## src/bifb_pkg.sv

```systemverilog
// Shared types and constants for the boot information framebuffer tag parser.
// No dependencies; every other file of the block imports this package.
`timescale 1ns / 1ps

package bifb_pkg;

  // Result status codes.
  localparam logic [2:0] STATUS_OK        = 3'd0;
  localparam logic [2:0] STATUS_NOT_RGB   = 3'd1;
  localparam logic [2:0] STATUS_BAD_BPP   = 3'd2;
  localparam logic [2:0] STATUS_NOT_FOUND = 3'd3;
  localparam logic [2:0] STATUS_MALFORMED = 3'd4;

  // Tag type codes and the values that the framebuffer tag must carry.
  localparam logic [31:0] TAG_END         = 32'd0;
  localparam logic [31:0] TAG_FRAMEBUFFER = 32'd8;
  localparam logic [7:0]  FB_TYPE_RGB     = 8'd1;
  localparam logic [7:0]  FB_BPP_WANTED   = 8'd32;

  // Input word as carried by the input channel.
  typedef struct packed {
    logic [31:0] info_word;
    logic        start_req;
  } in_t;

  // One parse result.
  typedef struct packed {
    logic [2:0]  status;
    logic [63:0] fb_address;
    logic [31:0] fb_pitch;
    logic [31:0] fb_width;
    logic [31:0] fb_height;
    logic [7:0]  fb_bpp;
    logic [7:0]  red_pos;
    logic [7:0]  green_pos;
    logic [7:0]  blue_pos;
  } res_t;

endpackage

```

## src/bifb_in_if.sv

```systemverilog
// Valid/ready channel that carries boot information words into the parser.
// Depends on bifb_pkg for the payload type.
`timescale 1ns / 1ps

interface bifb_in_if;
  import bifb_pkg::*;

  logic valid;
  logic ready;
  in_t  data;

  modport source (output valid, output data, input ready);
  modport sink   (input valid, input data, output ready);
endinterface

```

## src/bifb_out_if.sv

```systemverilog
// Valid/ready channel that carries parse results out of the parser.
// Depends on bifb_pkg for the payload type.
`timescale 1ns / 1ps

interface bifb_out_if;
  import bifb_pkg::*;

  logic valid;
  logic ready;
  res_t data;

  modport source (output valid, output data, input ready);
  modport sink   (input valid, input data, output ready);
endinterface

```

## src/bifb_out_reg.sv

```systemverilog
// Result register of the framebuffer tag parser: holds one result until taken.
// Depends on bifb_pkg and bifb_out_if.
`timescale 1ns / 1ps

module bifb_out_reg (
  input  logic           clk_i,
  input  logic           rst_ni,
  input  logic           load_i,
  input  bifb_pkg::res_t res_i,
  output logic           free_o,
  bifb_out_if.source     out_o
);
  import bifb_pkg::*;

  logic valid_q, valid_d;
  res_t data_q;

  // The slot can take a new result when empty or when it empties this cycle.
  assign free_o = !valid_q || out_o.ready;

  always_comb begin
    valid_d = valid_q;
    if (out_o.ready) begin
      valid_d = 1'b0;
    end
    if (load_i) begin
      valid_d = 1'b1;
    end
  end

  always_ff @(posedge clk_i or negedge rst_ni) begin
    if (!rst_ni) begin
      valid_q <= 1'b0;
    end else begin
      valid_q <= valid_d;
    end
  end

  always_ff @(posedge clk_i) begin
    if (load_i) begin
      data_q <= res_i;
    end
  end

  assign out_o.valid = valid_q;
  assign out_o.data  = data_q;

endmodule

```

## src/boot_info_framebuffer_tag_parser.sv

```systemverilog
// Top level of the boot information framebuffer tag parser.
// Depends on bifb_pkg, bifb_in_if, bifb_out_if and bifb_out_reg.
`timescale 1ns / 1ps

// Usage
// The block reads a boot information structure as a stream of 32-bit
// little-endian words on in_i, one word per handshake. A word with start_req
// set begins a new structure and carries its total size in bytes; the word
// after it is reserved and the first tag begins at byte 8. Tags are walked
// with each size rounded up to a multiple of 8. The first framebuffer tag is
// captured and checked, and at most one result word per structure appears on
// out_o: ok, not RGB, wrong depth, not found or malformed tag size. Words
// before the first start, or after the result, are dropped without a result,
// and a start in the middle of a structure abandons the old one.
// Every word is handled in the cycle it is accepted, so one word per cycle
// is sustained; the result is registered and shows on out_o in the cycle
// after the word that decides it. The single result register sets the stall
// behavior: while a result waits and out_o.ready is low, in_i.ready drops,
// and it stays high whenever that register is empty or being emptied.
// After reset the block is idle until a start word and no result is pending.

module boot_info_framebuffer_tag_parser (
  input  logic       clk_i,
  input  logic       rst_ni,
  bifb_in_if.sink    in_i,
  bifb_out_if.source out_o
);
  import bifb_pkg::*;

  // Offsets of the framebuffer tag fields from the start of the tag.
  localparam logic [31:0] OFF_TYPE    = 32'd0;
  localparam logic [31:0] OFF_SIZE    = 32'd4;
  localparam logic [31:0] OFF_ADDR_LO = 32'd8;
  localparam logic [31:0] OFF_ADDR_HI = 32'd12;
  localparam logic [31:0] OFF_PITCH   = 32'd16;
  localparam logic [31:0] OFF_WIDTH   = 32'd20;
  localparam logic [31:0] OFF_HEIGHT  = 32'd24;
  localparam logic [31:0] OFF_BPP     = 32'd28;
  localparam logic [31:0] OFF_RG_POS  = 32'd32;
  localparam logic [31:0] OFF_B_POS   = 32'd36;

  // Walk state.
  logic [31:0] offset_q, offset_d;
  logic [31:0] total_q, total_d;
  logic [31:0] tag_begin_q, tag_begin_d;
  logic        is_fb_q, is_fb_d;
  logic        done_q, done_d;

  // Captured framebuffer fields.
  logic [63:0] address_q, address_d;
  logic [31:0] pitch_q, pitch_d;
  logic [31:0] width_q, width_d;
  logic [31:0] height_q, height_d;
  logic [7:0]  bpp_q, bpp_d;
  logic [7:0]  red_q, red_d;
  logic [7:0]  green_q, green_d;

  logic        accept;
  logic        emit;
  logic [2:0]  status;
  logic [7:0]  blue;
  logic [31:0] word;
  logic [31:0] rel;
  logic [32:0] size_round;
  logic [33:0] next_begin;
  logic        out_free;
  res_t        result;

  assign word   = in_i.data.info_word;
  assign accept = in_i.valid && in_i.ready;
  assign in_i.ready = out_free;

  // Offset of the current word within the current tag, and where the next
  // tag would begin, computed without wrapping.
  assign rel        = offset_q - tag_begin_q;
  assign size_round = ({1'b0, word} + 33'd7) & ~33'd7;
  assign next_begin = {2'b00, tag_begin_q} + {1'b0, size_round};

  always_comb begin
    offset_d    = offset_q;
    total_d     = total_q;
    tag_begin_d = tag_begin_q;
    is_fb_d     = is_fb_q;
    done_d      = done_q;
    address_d   = address_q;
    pitch_d     = pitch_q;
    width_d     = width_q;
    height_d    = height_q;
    bpp_d       = bpp_q;
    red_d       = red_q;
    green_d     = green_q;
    emit        = 1'b0;
    status      = STATUS_OK;
    blue        = 8'd0;

    if (accept) begin
      if (in_i.data.start_req) begin
        address_d   = 64'd0;
        pitch_d     = 32'd0;
        width_d     = 32'd0;
        height_d    = 32'd0;
        bpp_d       = 8'd0;
        red_d       = 8'd0;
        green_d     = 8'd0;
        total_d     = word;
        offset_d    = 32'd4;
        tag_begin_d = 32'd8;
        is_fb_d     = 1'b0;
        done_d      = 1'b0;
        if (word <= 32'd8) begin
          emit   = 1'b1;
          status = STATUS_NOT_FOUND;
        end
      end else if (!done_q) begin
        offset_d = offset_q + 32'd4;
        // The reserved word and anything below byte 8 carry nothing.
        if (offset_q >= 32'd8) begin
          if (rel == OFF_TYPE) begin
            is_fb_d = (word == TAG_FRAMEBUFFER);
            if (word == TAG_END) begin
              emit   = 1'b1;
              status = STATUS_NOT_FOUND;
            end
          end else if (!is_fb_q) begin
            // Other tags only matter for their size word.
            if (rel == OFF_SIZE) begin
              if (word < 32'd8) begin
                emit   = 1'b1;
                status = STATUS_MALFORMED;
              end else if (next_begin >= {2'b00, total_q}) begin
                emit   = 1'b1;
                status = STATUS_NOT_FOUND;
              end else begin
                tag_begin_d = next_begin[31:0];
              end
            end
          end else begin
            unique case (rel)
              OFF_ADDR_LO: address_d[31:0]  = word;
              OFF_ADDR_HI: address_d[63:32] = word;
              OFF_PITCH:   pitch_d          = word;
              OFF_WIDTH:   width_d          = word;
              OFF_HEIGHT:  height_d         = word;
              OFF_BPP: begin
                bpp_d = word[7:0];
                if (word[15:8] != FB_TYPE_RGB) begin
                  emit   = 1'b1;
                  status = STATUS_NOT_RGB;
                end
              end
              OFF_RG_POS: begin
                red_d   = word[7:0];
                green_d = word[23:16];
              end
              OFF_B_POS: begin
                emit   = 1'b1;
                blue   = word[7:0];
                status = (bpp_q != FB_BPP_WANTED) ? STATUS_BAD_BPP : STATUS_OK;
              end
              default: begin
              end
            endcase
          end
        end
      end
      if (emit) begin
        done_d = 1'b1;
      end
    end
  end

  // The result reports the captured fields as they stand after this word.
  always_comb begin
    result.status     = status;
    result.fb_address = address_d;
    result.fb_pitch   = pitch_d;
    result.fb_width   = width_d;
    result.fb_height  = height_d;
    result.fb_bpp     = bpp_d;
    result.red_pos    = red_d;
    result.green_pos  = green_d;
    result.blue_pos   = blue;
  end

  always_ff @(posedge clk_i or negedge rst_ni) begin
    if (!rst_ni) begin
      offset_q    <= 32'd0;
      total_q     <= 32'd0;
      tag_begin_q <= 32'd8;
      is_fb_q     <= 1'b0;
      done_q      <= 1'b1;
    end else begin
      offset_q    <= offset_d;
      total_q     <= total_d;
      tag_begin_q <= tag_begin_d;
      is_fb_q     <= is_fb_d;
      done_q      <= done_d;
    end
  end

  // Captured fields are cleared by every start, so they need no reset.
  always_ff @(posedge clk_i) begin
    address_q <= address_d;
    pitch_q   <= pitch_d;
    width_q   <= width_d;
    height_q  <= height_d;
    bpp_q     <= bpp_d;
    red_q     <= red_d;
    green_q   <= green_d;
  end

  bifb_out_reg u_out_reg (
    .clk_i  (clk_i),
    .rst_ni (rst_ni),
    .load_i (emit),
    .res_i  (result),
    .free_o (out_free),
    .out_o  (out_o)
  );

  // A result always ends the structure.
  assert property (@(posedge clk_i) disable iff (!rst_ni) emit |=> done_q)
    else $error("parser still walking after a result");

  // The input side never stalls while the result register is empty.
  assert property (@(posedge clk_i) disable iff (!rst_ni) !out_o.valid |-> in_i.ready)
    else $error("input stalled with an empty result register");

  // Tags begin on 8-byte boundaries.
  assert property (@(posedge clk_i) disable iff (!rst_ni) tag_begin_q[2:0] == 3'd0)
    else $error("tag start not 8-byte aligned");

  // While walking, the current tag lies inside the structure.
  assert property (@(posedge clk_i) disable iff (!rst_ni) !done_q |-> tag_begin_q < total_q)
    else $error("walking a tag past the total size");

endmodule

```

## src/flat_wrapper.sv

```systemverilog
// flat-port wrapper written by rule: the top's interface ports become plain ports
module boot_info_framebuffer_tag_parser_flat import bifb_pkg::*;
  (clk_i, rst_ni, in_i_valid, in_i_data, in_i_ready, out_o_valid, out_o_data, out_o_ready);
  bifb_in_if in_i_i ();
  bifb_out_if out_o_i ();
  input  logic clk_i;
  input  logic rst_ni;
  input wire logic [$bits(in_i_i.valid)-1:0] in_i_valid;
  input wire logic [$bits(in_i_i.data)-1:0] in_i_data;
  output wire logic [$bits(in_i_i.ready)-1:0] in_i_ready;
  output wire logic [$bits(out_o_i.valid)-1:0] out_o_valid;
  output wire logic [$bits(out_o_i.data)-1:0] out_o_data;
  input wire logic [$bits(out_o_i.ready)-1:0] out_o_ready;
  assign in_i_i.valid = in_i_valid;
  assign in_i_i.data = in_i_data;
  assign in_i_ready = in_i_i.ready;
  assign out_o_valid = out_o_i.valid;
  assign out_o_data = out_o_i.data;
  assign out_o_i.ready = out_o_ready;
  boot_info_framebuffer_tag_parser u_core (.clk_i(clk_i), .rst_ni(rst_ni), .in_i(in_i_i), .out_o(out_o_i));
endmodule
```

## config.mk

```make
export PLATFORM = sky130hd
export DESIGN_NAME = boot_info_framebuffer_tag_parser_flat
export DESIGN_NICKNAME = d
export VERILOG_FILES = /design/src/bifb_pkg.sv /design/src/bifb_in_if.sv /design/src/bifb_out_if.sv /design/src/bifb_out_reg.sv /design/src/boot_info_framebuffer_tag_parser.sv /design/src/flat_wrapper.sv
export SDC_FILE = /design/constraint.sdc
export NUM_CORES = 1
export LEC_CHECK = 0
export ABC_CLOCK_PERIOD_IN_PS = 21600
export BUFFER_PORTS_ARGS = -buffer_cell sky130_fd_sc_hd__buf_2
export CAP_MARGIN = 30
export CELL_PAD_IN_SITES_DETAIL_PLACEMENT = 0
export CELL_PAD_IN_SITES_GLOBAL_PLACEMENT = 1
export CORE_ASPECT_RATIO = 0.8
export CORE_MARGIN = 4
export CORE_UTILIZATION = 40
export CTS_BUF_LIST = sky130_fd_sc_hd__clkbuf_4 sky130_fd_sc_hd__clkbuf_8
export CTS_CLUSTER_DIAMETER = 50
export DETAILED_ROUTE_END_ITERATION = 12
export HOLD_SLACK_MARGIN = 0.08
export PLACE_DENSITY_LB_ADDON = 0.1
export SYNTH_ARGS = -nofsm -noshare
export SYNTH_HDL_FRONTEND = slang
export SYNTH_SLANG_ARGS = --single-unit
```

## constraint.sdc

```tcl
create_clock -name clk_i -period 21.6 [get_ports clk_i]
set_input_delay 1.08 -clock clk_i [delete_from_list [all_inputs] [get_ports clk_i]]
set_output_delay 1.08 -clock clk_i [all_outputs]
set_load 0.005 [all_outputs]
```

==> flow_summary.toml, run 1 <==
[clock_network]
cts_made_buffers = 77
cts-root-buf = "clkbuf_8"
hold_buffers = 0
cts-resized-gates = 0
clk_path_buf_depth = 3
worstSkewPairLatency_ns = 0.67
tritoncts = "built"
clkTransAtPathRegs_ns = 0.06
postCtsSetupBuffers = 0
cts_num_sinks = 473
htreeDepth = 3

[power_and_ir_drop]
leakage_nw = 11.2
p_per_area_nw_per_um2 = 79.8
ir_worst_vdd_uv = 37.6

[timing]
period_needed_ns = 8.18
skew_ns = 0.0606
setup_viol = 0
rsz0062_at_grt = "false"
fin_crit_sh_pct = 37.9
worstMarginPinSlew_ns = 1.15
finalHoldViolations = 0
fmax_mhz = 122
finalMaxSlewViolations = 0
slew_headroom_pct = 23.1
fin_tns_setup_ns = 0

[cells_and_area]
num-fill-cells = 5185
fin_util_pct = 47.0
multi_input_area_um2 = 9310
nets = 2430
design_area_um2 = 25500
regArea_um2 = 11900
area_delta_synth_final_pct = 15.5
drive_gt1_share_pct = 18.3

[critical_path]
r2r_start = "u_core.tag_begin_q[10]"
worst_r2r_endpoint = "u_core.u_out_reg.out_o.data[43]"
path_max_fanout = 194
path_buf_inv = 2
crit_family = "compound AO/OA/AOI/OAI gates"
path_class = "in -> reg"
reg2reg_depth = 20
endpoint_kind = "flip-flop"
rrSetupSlack_ns = 15.30
critPathMaxStageDelay_ns = 0.63
cp.arrival_ns = 8.37
worst_path_max_delay_cell = "a221oi_1"
cp-start-kind = "input pin"
cp.required_ns = 21.80

[detailed_routing]
avgRoutedWirePerCell_um = 23.4
vias = 17500
ant_nets = 0
viasPerCell = 5.72
wirelength_um = 71900
drt-initial-drc-count = 1829
dr.pass1.iters = 5
route.detailed.drc = 0

[global_route]
grt_max_degree = 195
grt_busiest_layer = "met1"
overflow = 0
use_met1_pct = 37.1
antenna_found_initial = 2
grt_pass1_wl_um = 106000
grt_pass1_vias = 16600
grt.total_usage_pct = 23.6
met3_usage_pct = 4.38
met2_usage_pct = 32.6

[floorplanning]
die_w_um = 271
row_count = 76
dieArea_um2 = 59000
die_y_um = 218
initial_core_util_pct = 40.7
core_area_um2 = 54200
pin_count = 234

[synthesis]
syn-num-nets = 2224
synth_edf_count = 195
ys_types = 82
syn_area_um2 = 22100
synth_seq_area_share_pct = 53.9
synth_ff_type = "edfxtp_1"
avgSynthCellArea_um2 = 10.5
ys_seq_elements = 473
synth_cells = 2096
yosysWarningCount = 0
async_reset_ff_share_pct = 19.9

[placed_design]
dpl.hpwl_um = 50900
placed_area_um2 = 23800
io_buffers = 233
routabilityCongestion = 0.877

[status]
status = "finished clean"

[worst_hold_path]
hold_path.class = "in -> async"

[flow_run]
cap_violations = 0
==> report_power, final <==
part / switching, mW / total, mW / internal, mW
sequential: 0.00715 / 0.942 / 0.935
clock: 0.365 / 0.820 / 0.456
combinational: 0.181 / 0.271 / 0.0903
total: 0.552 / 2.03 / 1.48
==> metal layers <==
layer / routed length, um / part of all wire (%)
met1: 36200 / 50
met3: 4730 / 6.6
met2: 29200 / 41
met5: 0 / 0
met4: 1790 / 2.5
==> state kept, by name, summed over array words and instances, names as in the netlist <==
register	flops
u_core.u_out_reg.out_o.data	195
u_core.address_q	64
u_core.height_q	32
u_core.pitch_q	32
u_core.total_q	32
u_core.width_q	32
u_core.offset_q	30
u_core.tag_begin_q	29
u_core.bpp_q	8
u_core.green_q	8
u_core.red_q	8
u_core.done_q	1
u_core.is_fb_q	1
u_core.u_out_reg.out_o.valid	1
==> metrics by stage <==
stage          power, mW  setup WS [ns]  cells  hold WS [ns]
6_report            2.03          13.42   3067         0.454
5_1_grt             2.12          12.80   3067         0.456
4_1_cts             2.05          13.59   3065         0.415
3_5_place_dp        1.23          12.90   2924         0.458
3_3_place_gp        1.23          13.18   2921         0.451
2_1_floorplan       1.14           6.82   2096         0.442
==> cell usage in the layout (no fill, tap or decap), types with 8 or more instances in the layout <==
cell        n
and4_1      8
clkbuf_4   37
edfxtp_1  195
a21o_1     26
dfrtp_1    92
a31oi_1    11
and2_1     22
xnor2_1    61
a211oi_1   13
nand2b_1   14
a221o_1    35
a22o_1     76
o21a_1      9
ha_1       90
clkbuf_8   89
nor4_1     29
o211ai_1   57
nor3b_1    34
nand4_1    34
o21ai_0    95
a32oi_1    41
dfxtp_1   184
nand3_1   102
nand2_1   169
o21ai_1    62
nor3_1     61
nor2_1    103
xor2_1     26
buf_2     232
or3_1       9
buf_4      20
a21oi_1    67
inv_1     103
and3_1     15
==> final cells by class <==
class | instances | area share [%]
Sequential cell | 473 | 46.7
Clock inverter | 15 | 0.535
Tap cell | 702 | 3.45
Multi-Input combinational cell | 1390 | 36.5
Inverter | 104 | 1.53
Antenna cell | 1 | 0.00982
Clock buffer | 126 | 5.89
Timing Repair Buffer | 256 | 5.40
==> how the worst max path moves through the flow <==
stage                      start  depth (start not counted)  slack [ns]                          endpoint
floorplan           in_i_data[4]                         28        6.82    u_core.u_out_reg.out_o.data[0]
global placement    in_i_data[4]                         28       13.18  u_core.u_out_reg.out_o.data[111]
detailed placement  in_i_data[4]                         29       12.90  u_core.u_out_reg.out_o.data[111]
CTS                 in_i_data[4]                         29       13.59   u_core.u_out_reg.out_o.data[12]
global route        in_i_data[4]                         29       12.80   u_core.u_out_reg.out_o.data[12]
finish              in_i_data[4]                         29       13.42   u_core.u_out_reg.out_o.data[43]
==> Yosys cell counts, drive strengths merged (15+ instances only) <==
master  number  share of area (%)
edfxtp     195                 27
dfxtp      184                 17
nand2      171                2.9
o21ai      157                3.6
nor2       106                1.8
inv        104                1.8
nand3      102                2.3
clkbuf      93                1.6
dfrtp       92                 10
ha          90                5.1
a22o        76                3.0
a21oi       67                1.5
nor3        62                1.4
xnor2       61                2.4
o211ai      59                2.1
a32oi       41                1.6
buf         36               0.90
a221o       35                1.6
nand4       34               0.96
nor3b       34                1.2
nor4        34                1.1
a21o        26               0.88
xor2        26                1.0
and2        23               0.66
and3        15               0.43
==> worst reg2reg max path, stage by stage, from the launching register on <==
cell      delay [ns]
dfrtp_1         0.41
ha_1            0.34
nand2_1         0.10
or4b_2          0.61
o211ai_1        0.27
nand2_1         0.12
a31oi_1         0.29
o21bai_1        0.10
a21oi_1         0.20
xnor2_1         0.17
ha_1            0.28
and4_1          0.22
a221oi_1        0.60
o211ai_1        0.32
a21oi_1         0.23
o31ai_1         0.19
nor4_1          0.25
o32ai_1         0.15
a31oi_1         0.35
nor2_4          0.07
buf_12          0.33
==> cells by family (layout without fill, tap and decap cells) <==
kind of cell,count (synthesis),in the layout,share of synthesized area (%)
muxes,10,10,0.476
and+or+nand+nor,647,647,15.0
buffers and inverters,233,501,4.25
xor gates and xnor gates,87,87,3.45
DFF,473,473,53.9
adders and majority gates,91,91,5.19
AOI/OAI and AO/OA,554,554,17.7
other,1,2,0.0170
No activity file was read; power rests on OpenSTA's default activity.
==> inputs of run 2 (changes only) <==
ABC_CLOCK_PERIOD_IN_PS = 8250   (was 21600)
clock period = 8.25 ns   (was 21.6 ns; I/O delays follow)
==> flow_summary.toml, run 2 (synthesis results as in run 1) <==
[worst_hold_path]
hold_path.class = "in -> reg"

[cells_and_area]
area_delta_synth_final_pct = 17.7
largest_reg_flops = 195
layout_common_cells = "buf_2 (232), edfxtp_1 (195), dfxtp_1 (184), nand2_1 (168), inv_1 (103)"
drive_gt1_share_pct = 18.3
nets = 2468
num-fill-cells = 5052
final_common_cell = "buf_2"

[critical_path]
cp-start-kind = "input pin"
path_max_fanout = 88
path_buf_inv = 4
critPathMaxStageDelay_ns = 0.74
cpMostUsedCell = "o21ai_0"
crit_family = "compound AO/OA/AOI/OAI gates"
worst_path_max_delay_cell = "nor2_4"
cp.arrival_ns = 7.91
cp.required_ns = 8.54
path_class = "in -> reg"
endpoint_kind = "flip-flop"

[timing]
slew_headroom_pct = 22.2
finalMaxSlewViolations = 0
finalHoldViolations = 0
fin_crit_sh_pct = 92.4
setup_viol = 0
worstMarginPinSlew_ns = 1.16
skew_ns = 0.0286
fin_tns_setup_ns = 0
rsz0062_at_grt = "false"
fmax_mhz = 131
setup_ws_ns = 0.626
period_needed_ns = 7.62

[placed_design]
pre_cts_slack_ns = 0.639
routabilityCongestion = 0.933
io_buffers = 233
dpl.hpwl_um = 51000

[clock_network]
cts_num_sinks = 473
htreeDepth = 3
hold_buffers = 31
cts_made_buffers = 79
tritoncts = "built"
clkTransAtPathRegs_ns = 0.06
clk_path_buf_depth = 3
cts-resized-gates = 0
worstSkewPairLatency_ns = 0.67
cts-root-buf = "clkbuf_8"
postCtsSetupBuffers = 0

[global_route]
overflow = 0
grt_max_degree = 89
grt_pass1_vias = 16800
grt.total_usage_pct = 23.6
grt_pass1_wl_um = 107000
antenna_found_initial = 3

[floorplanning]
row_count = 76
initial_core_util_pct = 40.7
pin_count = 234
die_y_um = 218
die_w_um = 271
dieArea_um2 = 59000
core_area_um2 = 54200

[detailed_routing]
avgRoutedWirePerCell_um = 23.1
drt-initial-drc-count = 1682
viasPerCell = 5.68
vias = 17700
ant_nets = 0
route.detailed.drc = 0
dr.pass1.iters = 5
wirelength_um = 71700

[power_and_ir_drop]
leakage_nw = 11.4
power.switching_mw = 1.48
swShare_pct = 27.1
total_power_mw = 5.47
p_per_area_nw_per_um2 = 211
p_seq_share_pct = 45.1
power_frac_comb_pct = 13.1
clkPwrFrac_pct = 41.8
power.internal_mw = 3.99
ir_worst_vdd_uv = 105

[status]
status = "finished clean"

[flow_run]
cap_violations = 0
==> run 2: worst paths after layout <==
| kind | to | cells after the start | slack (ns) | from |
|---|---|---|---|---|
| worst max-delay path | u_core.u_out_reg.out_o.data[120] | 30 | 0.63 | in_i_data[4] |
| worst min register to register | u_core.address_q[28] | 2 | 0.47 | u_core.address_q[28] |
| max in group asynchronous | u_core.offset_q[12] | 3 | 6.81 | rst_ni |
| worst min-delay path | u_core.total_q[22] | 3 | 0.17 | in_i_data[23] |
| min in group asynchronous | u_core.offset_q[30] | 2 | 0.30 | rst_ni |
| worst max register to register | u_core.u_out_reg.out_o.data[120] | 21 | 2.15 | u_core.tag_begin_q[3] |
==> run 2: stage by stage <==
stage | hold slack (ns) | utilization (%) | std cells | instance area [um^2]
after global routing | 0.151 | 47.9 | 3110 | 26000
after floorplan | 0.117 | - | 2096 | 22100
after CTS | 0.112 | 47.9 | 3109 | 26000
after detailed placement | 0.458 | 44.1 | 2930 | 23900
after global placement | 0.450 | 44.0 | 2927 | 23900
final | 0.166 | 47.9 | 3110 | 26000
==> run 2: layout make-up <==
class,instances,area [um^2],area share (%)
antenna,1,2.50,0.00964
clock buffer,123,1480,5.70
clock inverter,25,279,1.07
inverter,104,390,1.50
multi-input combinational,1390,9310,35.9
sequential,473,11900,45.8
tap,702,878,3.38
timing repair buffer,292,1730,6.65
==> run 2: worst min-delay path, stage by stage <==
cell and delay, ns:
buf_2 0.19, nand2_1 0.09, o21ai_0 0.08
==> run 2: metal layers <==
metal	routed length, um	GRT usage, %
met3	5050	5.82
met1	35700	36.2
met5	20	0
met4	1360	5.35
met2	29600	33.3
==> run 2: power by group through the flow <==
stage                     clock network, mW  registers, mW  logic [mW]
after floorplan                           0           2.51       0.479
after global placement                    0           2.51       0.689
after detailed placement                  0           2.52       0.693
after CTS                              2.35           2.47       0.707
after global routing                   2.46           2.47       0.783
final                                  2.29           2.47       0.715
